### config.mk
export PLATFORM = sky130hd
export DESIGN_NAME = ltfa_ram
export DESIGN_NICKNAME = d
export VERILOG_FILES = /design/src/design/ltfa_ram.sv
export SDC_FILE = /design/constraint.sdc
export NUM_CORES = 1
export LEC_CHECK = 0
export BUFFER_PORTS_ARGS = -buffer_cell sky130_fd_sc_hd__buf_2
export CORE_UTILIZATION = 35
export CTS_BUF_LIST = sky130_fd_sc_hd__clkbuf_4
export DETAILED_ROUTE_END_ITERATION = 8
export REMOVE_ABC_BUFFERS = 1
export SLEW_MARGIN = 20
export SYNTH_ARGS = -nofsm -noshare
export SYNTH_HDL_FRONTEND = slang
export SYNTH_SLANG_ARGS = --single-unit
### constraint.sdc
create_clock -name clk_i -period 2.61 [get_ports clk_i]
set_input_delay 0.1305 -clock clk_i [delete_from_list [all_inputs] [get_ports clk_i]]
set_output_delay 0.1305 -clock clk_i [all_outputs]
set_load 0.05 [all_outputs]
### src/design/ltfa_ram.sv
// Generic single-write, single-read synchronous RAM with registered read.
// A read at the address written in the same cycle returns the old data.
// No dependencies.
module ltfa_ram #(
  parameter int WIDTH = 8,
  parameter int DEPTH = 16,
  parameter int AW    = $clog2(DEPTH)
) (
  input  logic             clk_i,
  input  logic             we_i,
  input  logic [AW-1:0]    waddr_i,
  input  logic [WIDTH-1:0] wdata_i,
  input  logic             re_i,
  input  logic [AW-1:0]    raddr_i,
  output logic [WIDTH-1:0] rdata_o
);

  logic [WIDTH-1:0] mem_q [DEPTH];
  logic [WIDTH-1:0] rdata_q;

  // Write port and registered read port.
  always_ff @(posedge clk_i) begin
    if (we_i) begin
      mem_q[waddr_i] <= wdata_i;
    end
    if (re_i) begin
      rdata_q <= mem_q[raddr_i];
    end
  end

  assign rdata_o = rdata_q;

endmodule

==> results.sh <==
export IMPL_placed_area_um2=5610
export IMPL_yosys_area_top_type="edfxtp_1"
export IMPL_ys_flop_type="edfxtp_1"
export IMPL_die_area_um2=15400
export IMPL_syn_area_um2=5230
export IMPL_dp_hpwl_um=6490
export IMPL_slowest_delay_ns=0.56
export IMPL_cts_setup_buffers=0
export IMPL_crit_path_end_kind="flip-flop"
export IMPL_clockBufferDepth=2
export IMPL_syn2layout_area_growth_pct=15.0
export IMPL_htreeDepth=4
export IMPL_slew_headroom_pct=44.0
export IMPL_ir_worst_vdd_mv=0.246
export IMPL_cp_start_kind="flip-flop"
export IMPL_clk_insertion_delay_late_ns=0.52
export IMPL_gr_total_overflow=0
export IMPL_fp_coreArea_um2=14500
export IMPL_multi_input_area_um2=1060
export IMPL_antenna_left=0
export IMPL_via_count=2413
export IMPL_finalSetupTns_ns=0
export IMPL_ys_warn_count=0
export IMPL_rows=44
export IMPL_die_h_um=124
export IMPL_worst_clock_skew_ns=0.0158
export IMPL_fmaxAchievable_mhz=641
export IMPL_grt_start_max_net_pins=19
export IMPL_routed_via_density=5.03
export IMPL_power_density_nw_per_um2=701
export IMPL_grt_use_total_pct=14.1
export IMPL_yosys_top_cells_area="edfxtp_1 78%, mux4_2 7.8%, mux4_1 7.0%, a22oi_1 2.3%, nor2_1 0.93%"
export IMPL_cp_max_fo=1
export IMPL_cp_slowest_cell="mux4_1"
export IMPL_cts_inserted_buffers=17
export IMPL_syn_avg_cell_area_um2=22.8
export IMPL_synth_seq_area_share_pct=78.1
export IMPL_drc_errors=0
export IMPL_cts_tree="done"
export IMPL_tightest_slew_ns=0.837
export IMPL_num_antenna_cells=0
export IMPL_grt_antenna_before_repair=0
export IMPL_p_leak_nw=1.97
export IMPL_utilization_pct=41.3
export IMPL_critPathKind="flip-flop to flip-flop"
export IMPL_synth_edf_count=136
export IMPL_synth_top_cell_area_share_pct=78.1
export IMPL_worstPathCellList="mux4_1 -> a22oi_1 -> nand2_1"
export IMPL_clk_pin_slew_ns=0.11
export IMPL_rsz0062_at_grt="no"
export IMPL_route_final_wire_length_um=10200
export IMPL_ys_ff_latch=136
export IMPL_final_area_um2=6010
export IMPL_cts_resized_gates=0
export IMPL_num_nets_final=303
export IMPL_grt_first_pass_wirelength_um=15400
export IMPL_numPortBuffers=26
export IMPL_status="finished, final reports clean"
export IMPL_maxCapViolCount=0
export IMPL_crit_arrival_ns=1.82
export IMPL_async_flop_share_pct=0
export IMPL_slew_viol_final=0
export IMPL_setup_viol=0
export IMPL_grt_pass1_vias=2551
export IMPL_hold_violations=0
export IMPL_required_ns=2.87
export IMPL_nFillCells=1291
export IMPL_cts_sinks=136
export IMPL_routedWlPerCell_um=21.2
export IMPL_drt_iter0_markers=313
export IMPL_initial_core_util_pct=36.0
export IMPL_period_share_pct=59.8
export IMPL_drive_gt1_share_pct=29.1
export IMPL_dr_pass1_iters=4
export IMPL_ys_types=18
export IMPL_gp_congestion=0.712
export IMPL_hold_class="input port to flip-flop"
export IMPL_pin_count=27
export IMPL_root_buffer="clkbuf_4"
export IMPL_die_w_um=124
export IMPL_syn_inst=229
export IMPL_seqCellArea_um2=4080
export IMPL_period_minus_slack_ns=1.56
## worst paths after layout
check / from / to / slack, ns / cells past startpoint
setup / recovery: mem_q[1][5]$_DFFE_PP_ / rdata_o[5]$_DFFE_PP_ / 1.05 / 3
hold / removal: waddr_i[0] / mem_q[0][3]$_DFFE_PP_ / 0.14 / 3
setup reg to reg: mem_q[1][5]$_DFFE_PP_ / rdata_o[5]$_DFFE_PP_ / 1.05 / 3
hold reg to reg: mem_q[12][2]$_DFFE_PP_ / rdata_o[2]$_DFFE_PP_ / 0.77 / 3
## cells in the mapped netlist, drive strengths merged, types with 2 or more instances
library cell   instances
mux4                  32
nand3b                 2
a22oi                 16
nand2b                 2
clkdlybuf4s25          3
nand2                  9
edfxtp               136
nor3                   4
buf                    7
nor2                  13
## registers in the layout, indices dropped and copies added (netlist names)
name     cells
mem_q      128
rdata_o      8
## layout make-up
class	count	area share, %
clock inverter	14	3.04
sequential	136	68.0
tap	184	3.83
timing repair buffer	46	5.45
clock buffer	17	2.12
multi-input combinational	83	17.6
## placed cells by master, fill, tap and decap left out, drive strengths merged
cell type / instances
edfxtp: 136
buf: 37
mux4: 32
clkbuf: 17
a22oi: 16
nor2: 13
nand2: 9
dlygate4sd3: 9
clkinv: 6
nor3: 4
clkinvlp: 4
bufinv: 4
nand3b: 2
nand2b: 2
nor2b: 1
and2: 1
and2b: 1
nand3: 1
or3b: 1
## report_power, final
group | internal (mW) | switching, mW | total, mW
registers | 2.46 | 0.0113 | 2.47
clock network | 0.745 | 0.725 | 1.47
logic | 0.103 | 0.174 | 0.276
total | 3.30 | 0.910 | 4.21
## metrics by stage
stage / power, mW / hold slack, ns / setup WS (ns) / std cells
global route: 4.36 / 0.133 / 0.960 / 480
CTS: 4.25 / 0.103 / 1.02 / 480
global placement: 2.78 / 0.509 / 0.659 / 440
floorplan: 2.65 / 0.229 / 0.987 / 219
finish: 4.21 / 0.140 / 1.05 / 480
detailed placement: 2.79 / 0.514 / 0.628 / 440
## metal layers
layer / part of all wire [%] / GRT usage, % / vias to the layer above
li1: - / - / 1094
met1: 47 / 19.4 / 1237
met2: 46 / 21.3 / 73
met3: 5.6 / 4.83 / 9
met4: 0.94 / 4.32 / 0
met5: 0 / 0 / -
## cells by family (layout without fill, tap and decap cells)
logic type      count (synthesis)  count (layout)  synth area share [%]
flops                         136             136                  78.1
mux                            32              32                  14.8
buf+inv                        10              77                  1.65
simple gates                   35              35                  3.14
compound gates                 16              16                  2.30
## timing repair
action,CTS,global route
hold buffers,9,0
setup endpoints to repair,0,0
endpoints found under the hold margin,114,0
## critical path, delay by kind of cell (launching register included)
family	cells	cell delay (ns)
flip-flops	1	0.37
AND/OR/NAND/NOR	1	0.10
AO/OA/AOI/OAI	1	0.30
multiplexers	1	0.56
No activity file was read; power rests on OpenSTA's default activity.
